<file path="config.mk">
export PLATFORM = sky130hd
export DESIGN_NAME = pcdp_divider
export DESIGN_NICKNAME = d
export VERILOG_FILES = /design/src/hw/rtl/point_cloud_depth_projector_assert.svh /design/src/hw/rtl/pcdp_pkg.sv /design/src/hw/rtl/pcdp_divider.sv
export SDC_FILE = /design/constraint.sdc
export NUM_CORES = 1
export LEC_CHECK = 0
export ABC_AREA = 1
export BUFFER_PORTS_ARGS = -buffer_cell sky130_fd_sc_hd__buf_4
export CORE_ASPECT_RATIO = 1.1
export CORE_MARGIN = 2
export CORE_UTILIZATION = 35
export DETAILED_ROUTE_END_ITERATION = 16
export PLACE_DENSITY = 0.57
export SETUP_SLACK_MARGIN = 0.1
export SLEW_MARGIN = 20
export SYNTH_ARGS = -nofsm -noshare
export SYNTH_HDL_FRONTEND = slang
export SYNTH_SLANG_ARGS = --single-unit
</file>
<file path="constraint.sdc">
create_clock -name clk -period 2.53 [get_ports clk]
set_clock_uncertainty 0.05 [all_clocks]
set_input_delay 0.759 -clock clk [delete_from_list [all_inputs] [get_ports clk]]
set_output_delay 0.759 -clock clk [all_outputs]
set_load 0.02 [all_outputs]
</file>
<file path="src/hw/rtl/point_cloud_depth_projector_assert.svh">
// Assertion macros shared by the depth projector RTL.
// Depends on nothing; each macro expands to one concurrent assertion.
`ifndef POINT_CLOUD_DEPTH_PROJECTOR_ASSERT_SVH
`define POINT_CLOUD_DEPTH_PROJECTOR_ASSERT_SVH

// The consequent must hold in the same cycle as the antecedent.
`define PCDP_ASSERT_IMPLY(label, clk, rst_n, ante, cons) \
    label: assert property (@(posedge clk) disable iff (!rst_n) (ante) |-> (cons)) \
        else $error("depth projector assertion failed");

// The consequent must hold in the cycle after the antecedent.
`define PCDP_ASSERT_NEXT(label, clk, rst_n, ante, cons) \
    label: assert property (@(posedge clk) disable iff (!rst_n) (ante) |=> (cons)) \
        else $error("depth projector assertion failed");

`endif

</file>
<file path="src/hw/rtl/pcdp_pkg.sv">
// Package for the point cloud depth projector: word types and fixed codes.
// Depends on nothing; used by pcdp_divider and point_cloud_depth_projector.
`default_nettype none

package pcdp_pkg;

    // Command word fields.
    typedef struct packed {
        logic        [1:0]  opcode;
        logic signed [15:0] point_x_mm;
        logic signed [15:0] point_y_mm;
        logic signed [15:0] point_z_mm;
        logic        [8:0]  read_row;
        logic        [7:0]  read_col;
    } cmd_t;

    // Result word fields.
    typedef struct packed {
        logic [1:0] status;
        logic [7:0] pixel_value;
    } result_t;

    // Status from the divider back to the controller.
    typedef struct packed {
        logic done;
        logic overflow;
    } div_stat_t;

    localparam logic [1:0] OP_CLEAR = 2'd0;
    localparam logic [1:0] OP_PLOT  = 2'd1;
    localparam logic [1:0] OP_READ  = 2'd2;

    localparam logic [1:0] STAT_DONE    = 2'd0;
    localparam logic [1:0] STAT_OUTSIDE = 2'd1;
    localparam logic [1:0] STAT_BEHIND  = 2'd2;

    localparam int unsigned CFG_IDX_W  = 3;
    localparam int unsigned CFG_DATA_W = 24;

    localparam logic [CFG_IDX_W-1:0] CFG_FOCAL_X  = 3'd0;
    localparam logic [CFG_IDX_W-1:0] CFG_FOCAL_Y  = 3'd1;
    localparam logic [CFG_IDX_W-1:0] CFG_CENTRE_X = 3'd2;
    localparam logic [CFG_IDX_W-1:0] CFG_CENTRE_Y = 3'd3;
    localparam logic [CFG_IDX_W-1:0] CFG_RANGE    = 3'd4;

    localparam logic [23:0] FOCAL_X_RST  = 24'd65536;
    localparam logic [23:0] FOCAL_Y_RST  = 24'd65536;
    localparam logic [23:0] CENTRE_X_RST = 24'd40960;
    localparam logic [23:0] CENTRE_Y_RST = 24'd23040;
    localparam logic [15:0] RANGE_RST    = 16'd4500;

    // Divider operand widths: projected magnitude after dropping 8 fraction
    // bits, and a divisor that is either Z or the depth range.
    localparam int unsigned DIV_DVD_W = 32;
    localparam int unsigned DIV_DSR_W = 16;

endpackage

`default_nettype wire

</file>
<file path="src/hw/rtl/pcdp_divider.sv">
// Radix-2 restoring divider with a bounded quotient width and overflow flag.
// Depends on pcdp_pkg for operand widths and the status struct.
`default_nettype none

module pcdp_divider #(
    parameter int unsigned QUO_W = 10
) (
    input  wire logic                             clk,
    input  wire logic                             rst_n,
    input  wire logic                             start,
    input  wire logic [pcdp_pkg::DIV_DVD_W-1:0]   dividend,
    input  wire logic [pcdp_pkg::DIV_DSR_W-1:0]   divisor,
    output logic      [QUO_W-1:0]                 quotient,
    output pcdp_pkg::div_stat_t                   stat
);

    localparam int unsigned SH_W = (pcdp_pkg::DIV_DVD_W > pcdp_pkg::DIV_DSR_W + QUO_W) ?
                                   pcdp_pkg::DIV_DVD_W : pcdp_pkg::DIV_DSR_W + QUO_W;
    localparam int unsigned CNT_W = (QUO_W > 1) ? $clog2(QUO_W) : 1;

    logic             busy_reg;
    logic             done_reg;
    logic             ovf_reg;
    logic [CNT_W-1:0] cnt_reg;
    logic [SH_W-1:0]  rem_reg;
    logic [SH_W-1:0]  dsr_reg;
    logic [QUO_W-1:0] quo_reg;

    logic             ovf_start;
    logic             take;

    // The quotient would not fit when the dividend reaches divisor * 2^QUO_W.
    assign ovf_start = SH_W'(dividend) >= (SH_W'(divisor) << QUO_W);
    assign take      = rem_reg >= dsr_reg;

    always_ff @(posedge clk or negedge rst_n)
    begin
        if (!rst_n)
        begin
            busy_reg <= 1'b0;
            done_reg <= 1'b0;
            ovf_reg  <= 1'b0;
            cnt_reg  <= '0;
            rem_reg  <= '0;
            dsr_reg  <= '0;
            quo_reg  <= '0;
        end
        else
        begin
            done_reg <= 1'b0;
            if (start)
            begin
                // Run the full count even on overflow so both units stay in step.
                busy_reg <= 1'b1;
                ovf_reg  <= ovf_start;
                cnt_reg  <= CNT_W'(QUO_W - 1);
                rem_reg  <= SH_W'(dividend);
                dsr_reg  <= SH_W'(divisor) << (QUO_W - 1);
                quo_reg  <= '0;
            end
            else if (busy_reg)
            begin
                if (take)
                begin
                    rem_reg <= rem_reg - dsr_reg;
                end
                quo_reg <= {quo_reg[QUO_W-2:0], take};
                dsr_reg <= dsr_reg >> 1;
                if (cnt_reg == '0)
                begin
                    busy_reg <= 1'b0;
                    done_reg <= 1'b1;
                end
                else
                begin
                    cnt_reg <= cnt_reg - 1'b1;
                end
            end
        end
    end

    assign quotient      = quo_reg;
    assign stat.done     = done_reg;
    assign stat.overflow = ovf_reg;

endmodule

`default_nettype wire

</file>
=== Word-level counts from Yosys, hierarchy flattened ===
Cells that the tools add are included.

* $add $sub $neg: 2
* Magnitude comparators: 2
* Eq/ne operators: 1
* Mux-type cells: 16
* Reduce and logical (&&, ||, !) cells: 5

{| class="wikitable"
|+ Operators by type and width
! operator !! count
|-
| $mux W32 || 5
|-
| $ge A32 B26 Y1 || 1
|-
| $ge A32 B32 Y1 || 1
|-
| $sub A32 B32 Y32 || 1
|-
| $mux W10 || 2
|-
| $mux W4 || 3
|-
| $mux W1 || 6
|-
| $logic_not A4 Y1 || 1
|-
| $reduce_and A2 Y1 || 2
|-
| $reduce_bool A2 Y1 || 2
|-
| $sub A4 B1 Y4 const B || 1
|-
| $ne A2 B2 Y1 const B || 1
|}

* Register bits after elaboration: 81
* Bits of input ports: 51
* Word-level logic and storage cells: 33

=== Logic depth before layout (Yosys ltp) ===
Gate-level depths: netlist of run 1.

* Word-level depth: 4
* Depth in mapped cells: 17

=== Worst setup path before layout of run 1 ===
OpenSTA, ideal clock, no wires.

* Path type: flip-flop to flip-flop
* Start: register dsr_reg[0]
* End: register rem_reg[29]
* Setup time: 125 ps
* Data arrival time: 1889 ps
* Required time: 2355 ps
* Path slack: 467 ps
* Cell stages (with the launch flop): 16
* Period minus slack after synthesis: 2063 ps
* Path through: dfrtp_1 ha_1 fa_1 inv_1 nand2_1 nand2_1 nand3_1 nand2_2 nand2_1 nand3_1 nand2_2 nand3_1 nand2_1 buf_4 nand2_1 nand3_1

* Cells in the longest elaborated chain, start to end: 4
* Elaborated cells on any way between the ends: 7
* Those cells by class: add/sub (1); order compare (1); mux (3); reduce/logical (2)

{| class="wikitable"
|+ Ends and longest elaborated chain
! element !! line !! RTL
|-
| start: declaration || pcdp_divider.sv:26 || <nowiki>logic [SH_W-1:0] dsr_reg;</nowiki>
|-
| start signal: assignment || pcdp_divider.sv:58 || <nowiki>dsr_reg <= SH_W'(divisor) << (QUO_W - 1);</nowiki>
|-
| start signal: assignment || pcdp_divider.sv:68 || <nowiki>dsr_reg <= dsr_reg >> 1;</nowiki>
|-
| $sub A32 B32 Y32 || pcdp_divider.sv:65 || <nowiki>rem_reg <= rem_reg - dsr_reg;</nowiki>
|-
| $mux W32 || pcdp_divider.sv:63 || <nowiki>if (take)</nowiki>
|-
| $mux W32 || pcdp_divider.sv:61 || <nowiki>else if (busy_reg)</nowiki>
|-
| $mux W32 || pcdp_divider.sv:51 || <nowiki>if (start)</nowiki>
|-
| end signal: assignment || pcdp_divider.sv:57 || <nowiki>rem_reg <= SH_W'(dividend);</nowiki>
|-
| end signal: assignment || pcdp_divider.sv:65 ||
|-
| end: declaration || pcdp_divider.sv:25 || <nowiki>logic [SH_W-1:0] rem_reg;</nowiki>
|}

Parallel ways exist; a longest one is shown, timed or not. The select of a mux whose other input is x is not followed.
A chain may end at the register's enable or synchronous reset.

=== Final worst setup path of run 1 ===
* Start: register rem_reg[19]
* End: register rem_reg[25]

* Cells in the longest elaborated chain, start to end: 4
* Elaborated cells on any way between the ends: 7
* Those cells by class: add/sub (1); order compare (1); mux (3); reduce/logical (2)

{| class="wikitable"
|+ Ends and longest elaborated chain
! element !! line
|-
| $sub A32 B32 Y32 || pcdp_divider.sv:65
|-
| $mux W32 || pcdp_divider.sv:63
|-
| $mux W32 || pcdp_divider.sv:61
|-
| $mux W32 || pcdp_divider.sv:51
|}

Parallel ways exist; a longest one is shown, timed or not. The select of a mux whose other input is x is not followed.

==> results of run 1 <==
-- cell usage after synthesis (3+ instances only) --
cell type,n
nand3b_1,4
clkbuf_1,15
or2_2,8
a21oi_1,44
nand2_1,371
nand3_1,68
buf_4,4
nand2_2,7
nor2_2,5
nand4_1,7
xor2_1,6
ha_1,43
nor4_1,3
nor2_1,40
o21ai_0,40
nor3_1,5
inv_1,167
o22ai_1,20
dfrtp_1,74
-- stage by stage --
step           hold WS, ps  utilization [%]
2_1_floorplan          400                -
3_3_place_gp           419             40.0
3_5_place_dp           422             40.0
4_1_cts                296             41.8
5_1_grt                317             42.6
6_report               278             42.6
-- layer usage --
metal	vias up	share of wire, %	global-route usage (%)
met5	-	0	0
met4	0	3.5	8.07
met3	39	4.1	3.70
met2	140	47	34.5
met1	2710	45	25.2
li1	3124	-	-
-- final timing paths --
path,start,end
max reg2reg,rem_reg[19]$_DFFE_PN0P_,rem_reg[25]$_DFFE_PN0P_
min,rst_n,rem_reg[5]$_DFFE_PN0P_
max in group asynchronous,rst_n,rem_reg[15]$_DFFE_PN0P_
min in group clk,quotient[9]$_DFFE_PN0P_,quotient[9]$_DFFE_PN0P_
min reg2reg,quotient[9]$_DFFE_PN0P_,quotient[9]$_DFFE_PN0P_
max,rem_reg[19]$_DFFE_PN0P_,rem_reg[25]$_DFFE_PN0P_
-- final cells by class --
type | count | share of cell area (%)
multi-input cells | 691 | 48.9
flip-flops and latches | 74 | 25.6
inverters | 170 | 8.84
repair buffers | 74 | 8.28
well taps | 234 | 4.06
clock buffers | 10 | 3.31
clock inverters | 6 | 1.01
-- power groups by stage --
stage | Sequential, mW | Combinational (mW) | Clock (mW)
2_1_floorplan | 1.56 | 2.40 | 0
3_3_place_gp | 1.60 | 3.19 | 0
3_5_place_dp | 1.60 | 3.21 | 0
4_1_cts | 1.58 | 3.22 | 1.39
5_1_grt | 1.62 | 3.76 | 1.45
6_report | 1.59 | 3.29 | 1.37
-- kinds of logic (layout without fill, tap and decap cells) --
group                      after synthesis  count (layout)  share of synthesized area, %
DFF                                     74              74                          30.7
xor gates and xnor gates                 7               7                          1.02
adders and majority gates               44              44                          9.26
and+or+nand+nor                        525             527                          36.2
AOI/OAI and AO/OA                      112             113                          10.2
buffers and inverters                  193             260                          12.6
-- worst reg2reg max path: cells and delay by family (launching register included) --
kind            cells  cell delay (ps)
flops               1              380
buf+inv             1               80
fa+ha+maj           1              350
compound gates      1              270
simple gates       10             1070
==> metrics.yaml, run 1 <==
status: "finished, final reports clean"
antenna_found_initial: 0
yosys_warnings: 0
crit_chain: "ha_1 -> nand2_1 -> inv_1 -> nand2_1 -> nand3_1 -> nand2_1 -> nand2_1 -> a21oi_4 -> nand2_2 -> nand2_4 -> nand2_8 -> nand2_1 -> nand2_1"
cts_sinks: 74
cp_max_fo: 12
path_common_cell: "nand2_1"
cts_tree: "built"
core.rowCount: 50
initial_core_util_pct: 35.6
first_iter_violations: 388
hp-class: "primary input to asynchronous set/reset pin"
crit_required_ps: 2720
r2r_setup_slack_ps: 240
die_w_um: 129
cts_made_buffers: 9
drt-vias-per-instance: 4.78
p_switching_mw: 2.88
drive_above_1_share_pct: 12.5
worst-path-stages: 13
startpoint_type: "flop"
timing.fmax_mhz: 437
ys_seq_area_share_pct: 30.7
fin_setup_tns_ps: 0
synth.area.top_cells: "dfrtp_1, nand2_1, inv_1"
maxSlewHeadroom_pct: 58.8
period_minus_slack_ps: 2290
switching_share_pct: 46.1
ioPinCount: 63
synthFlopType: "dfrtp_1"
ir_drop_mv: 0.383
p_leak_nw: 4.00
p_clk_share_pct: 21.9
syn_nets: 1050
synthDistinctLibCells: 36
post-place-ws_ps: 158
tightestPinTransition_ps: 617
crit_family: "simple AND/OR/NAND/NOR gates"
async_flop_share_pct: 100
drtAntennaViolNets: 0
hold_viol: 0
dpl_cell_area_mm2: 0.00678
final_common_cell: "nand2_1"
ys_seq_elements: 74
num_vias: 6013
grt_max_degree: 46
numPortBuffers: 62
postCtsSetupBuffers: 0
grt_pass1_wl_um: 28900
core_mm2: 0.0170
maxSlewViolCount: 0
setup_viol: 0
final_area_mm2: 0.00722
reg2reg_depth: 13
largest_register_ffs: 32
arrival_ps: 2480
setup.worst_path.class: "flop to flop"
multi_input_area_mm2: 0.00353
post_cts_resized: 0
wire_per_inst_um: 14.6
grt.overflow.total: 0
internal-power_mw: 3.37
path_buf_inv: 1
clk_latency_ps: 360
cp_slowest_stage_delay_ps: 380
hold_buffers: 0
die-area_mm2: 0.0183
wl_um: 18400
firstDrtPassIters: 5
cts_buffer_depth: 2
syn_to_final_growth_pct: 19.8
combPwrFrac_pct: 52.7
dp_hpwl_um: 14000
dp.cells: 1239
synth_edf_count: 0
fin_cells: 1259
fin_ws_ps: 241
seqPwrFrac_pct: 25.4
fin_crit_sh_pct: 90.5
rsz0062_at_grt: "false"
path_clk_slew_ps: 70
fill_cells: 1837
power.total_mw: 6.24
synth_area_mm2: 0.00603
grt_usage_pct: 20.2
p_per_area_mw_per_mm2: 865
gp_congestion: 0.925
die_h_um: 142
syn_area_per_cell_um2: 6.31
final_cell_mix: "nand2_1, inv_1, dfrtp_1, buf_4, nand3_1"
root_buffer: "clkbuf_16"
seqCellArea_mm2: 0.00185
drc: 0
maxCapViolations: 0
slowest_stage: "dfrtp_1"
synth_top_area_share_pct: 30.7
grt_pass1_vias: 5712
antennaDiodeCount: 0
fin_nets: 1115
htreeDepth: 3
end_kind: "flop"
synthCells: 955
synth_top_area_cell: "dfrtp_1"
Power figures use the tool's default switching activity.
==> inputs of run 2 (changes only) <==
--- a/config.mk
+++ b/config.mk
@@ -9,11 +9,10 @@
 export BUFFER_PORTS_ARGS = -buffer_cell sky130_fd_sc_hd__buf_4
 export CORE_ASPECT_RATIO = 1.1
 export CORE_MARGIN = 2
-export CORE_UTILIZATION = 35
+export CORE_UTILIZATION = 25
 export DETAILED_ROUTE_END_ITERATION = 16
-export PLACE_DENSITY = 0.57
+export PLACE_DENSITY = 0.45
 export SETUP_SLACK_MARGIN = 0.1
-export SLEW_MARGIN = 20
 export SYNTH_ARGS = -nofsm -noshare
 export SYNTH_HDL_FRONTEND = slang
 export SYNTH_SLANG_ARGS = --single-unit
==> run 2 against run 1 <==
Cell count rose by 5.9%. Sequential power barely moved. Utilization fell by 12 points. Non-clock buffer count rose by 5. Maximum frequency rose by 2.7%. Combinational power rose by 2%. Routed wire length rose by 4.5%. Critical path type unchanged. Critical endpoint is now rem_reg[8]$_DFFE_PN0P_.
==> metrics.yaml, run 2 (synthesis gave the netlist of run 1 again) <==
final_cell_mix: "nand2_1, inv_1, buf_4, dfrtp_1, nand3_1"  # was nand2_1, inv_1, dfrtp_1, buf_4, nand3_1
htreeDepth: 3  # unchanged
use_met2_pct: 27.1  # was 34.5%
fin_nets: 1118  # was 1,115
cts_sinks: 74  # unchanged
die_w_um: 152  # was 129 um
num_vias: 5840  # was 6,013
crit_required_ps: 2720  # about the same
grt_pass1_wl_um: 31400  # was 28,900 um
largest_register_ffs: 32  # unchanged
drc: 0  # unchanged
startpoint_type: "flop"  # unchanged
hold_buffers: 0  # unchanged
antennaDiodeCount: 0  # unchanged
drive_above_1_share_pct: 12.9  # was 12.5%
fin_crit_sh_pct: 88.1  # was 90.5%
internal-power_mw: 3.39  # was 3.37 mW
first_iter_violations: 303  # was 388
wire_per_inst_um: 14.4  # was 14.6 um
ioPinCount: 63  # unchanged
syn_to_final_growth_pct: 21.2  # was 19.8%
grt_max_degree: 43  # was 46
rsz0062_at_grt: "false"  # unchanged
maxCapViolations: 0  # unchanged
drtAntennaViolNets: 0  # unchanged
cts_buffer_depth: 2  # unchanged
grt.overflow.total: 0  # unchanged
clk_latency_ps: 350  # was 360 ps
cp_max_fo: 15  # was 12
hold_ws_ps: 278  # about the same
final_common_cell: "nand2_1"  # unchanged
timing.fmax_mhz: 449  # was 437 MHz
gp_congestion: 0.903  # was 0.925
seqPwrFrac_pct: 25.1  # was 25.4%
final_util_pct: 30.8  # was 42.6%
initial_core_util_pct: 25.4  # was 35.6%
die-area_mm2: 0.0254  # was 0.0183 mm^2
core.rowCount: 59  # was 50
switching_share_pct: 46.2  # was 46.1%
hold_viol: 0  # unchanged
path_clk_slew_ps: 70  # about the same
power.total_mw: 6.31  # was 6.24 mW
drt-vias-per-instance: 4.38  # was 4.78
ir_drop_mv: 0.407  # was 0.383 mV
cts_made_buffers: 9  # unchanged
setup_viol: 0  # unchanged
hp-class: "primary input to asynchronous set/reset pin"  # unchanged
grt_pass1_vias: 5993  # was 5,712
p_leak_nw: 3.98  # was 4.00 nW
grt_usage_pct: 15.5  # was 20.2%
firstDrtPassIters: 6  # was 5
p_per_area_mw_per_mm2: 864  # was 865 mW/mm^2
period_minus_slack_ps: 2230  # was 2290 ps
tightestPinTransition_ps: 608  # was 617 ps
use_met3_pct: 2.76  # was 3.70%
cts_tree: "built"  # unchanged
die_h_um: 167  # was 142 um
p_switching_mw: 2.92  # was 2.88 mW
setup.worst_path.class: "flop to flop"  # unchanged
combPwrFrac_pct: 53.0  # was 52.7%
p_clk_share_pct: 21.9  # about the same
grt.met1_usage_pct: 19.5  # was 25.2%
maxSlewHeadroom_pct: 59.4  # was 58.8%
core_mm2: 0.0237  # was 0.0170 mm^2
root_buffer: "clkbuf_16"  # unchanged
status: "finished, final reports clean"  # unchanged
numPortBuffers: 62  # unchanged
busiest_layer: "met2"  # unchanged
antenna_found_initial: 0  # unchanged
wl_um: 19200  # was 18,400 um
end_kind: "flop"  # unchanged
maxSlewViolCount: 0  # unchanged
fin_setup_tns_ps: 0  # unchanged
arrival_ps: 2420  # was 2480 ps
dp_hpwl_um: 15400  # was 14,000 um
==> run 2: critical path, cell delays in order, from the launching register on <==
cell,delay (ps)
dfrtp_1,320
inv_1,100
ha_1,380
nand2_1,110
inv_1,80
nand2_1,110
nor2_2,180
nand3_1,100
nand3_1,100
nand2_2,100
nand3_2,80
nand2_2,80
buf_6,180
nand2_1,70
nand3_1,60
==> run 2: layer usage <==
metal	wire length (um)	vias up	part of all wire (%)
met1	8930	2596	46
met5	0	-	0
met3	728	24	3.8
met2	9180	99	48
met4	399	0	2.1
li1	-	3121	-
==> run 2: stage by stage <==
step | instances | area, um^2 | worst slack, ps
2_1_floorplan | 955 | 6030 | 467
3_3_place_gp | 1313 | 6870 | 160
3_5_place_dp | 1313 | 6870 | 123
4_1_cts | 1329 | 7180 | 108
5_1_grt | 1333 | 7300 | 89.4
6_report | 1333 | 7300 | 302
==> run 2: final timing paths <==
| path | startpoint | to | slack, ps | depth (start not counted) |
|---|---|---|---|---|
| worst max register to register | dsr_reg[8]$_DFFE_PN0P_ | rem_reg[8]$_DFFE_PN0P_ | 300 | 14 |
| worst min register to register | rem_reg[21]$_DFFE_PN0P_ | rem_reg[21]$_DFFE_PN0P_ | 440 | 2 |
| worst min-delay path | rst_n | rem_reg[15]$_DFFE_PN0P_ | 280 | 1 |
| min in group clk | rem_reg[21]$_DFFE_PN0P_ | rem_reg[21]$_DFFE_PN0P_ | 440 | 2 |
| max in group asynchronous | rst_n | quotient[7]$_DFFE_PN0P_ | 1610 | 2 |
| worst max-delay path | dsr_reg[8]$_DFFE_PN0P_ | rem_reg[8]$_DFFE_PN0P_ | 300 | 14 |
==> run 2: cell type report <==
cell class | count | area [um^2]
fillers | 2679 | 16400
multi-input cells | 689 | 3490
flip-flops and latches | 74 | 1850
inverters | 170 | 638
repair buffers | 79 | 634
well taps | 305 | 382
clock buffers | 9 | 225
clock inverters | 7 | 82.6
==> run 2: power groups by stage <==
stage / registers (mW) / clock network (mW) / logic, mW
after detailed placement: 1.60 / 0 / 3.28
after global placement: 1.60 / 0 / 3.27
after floorplan: 1.56 / 0 / 2.40
after CTS: 1.58 / 1.42 / 3.29
final: 1.58 / 1.38 / 3.34
after global routing: 1.61 / 1.47 / 3.88
==> run 2: timing repair <==
item,CTS,global route
hold endpoints to repair,0,0
resized for setup,0,17
buffers inserted,0,3
endpoints found under the setup margin,0,32
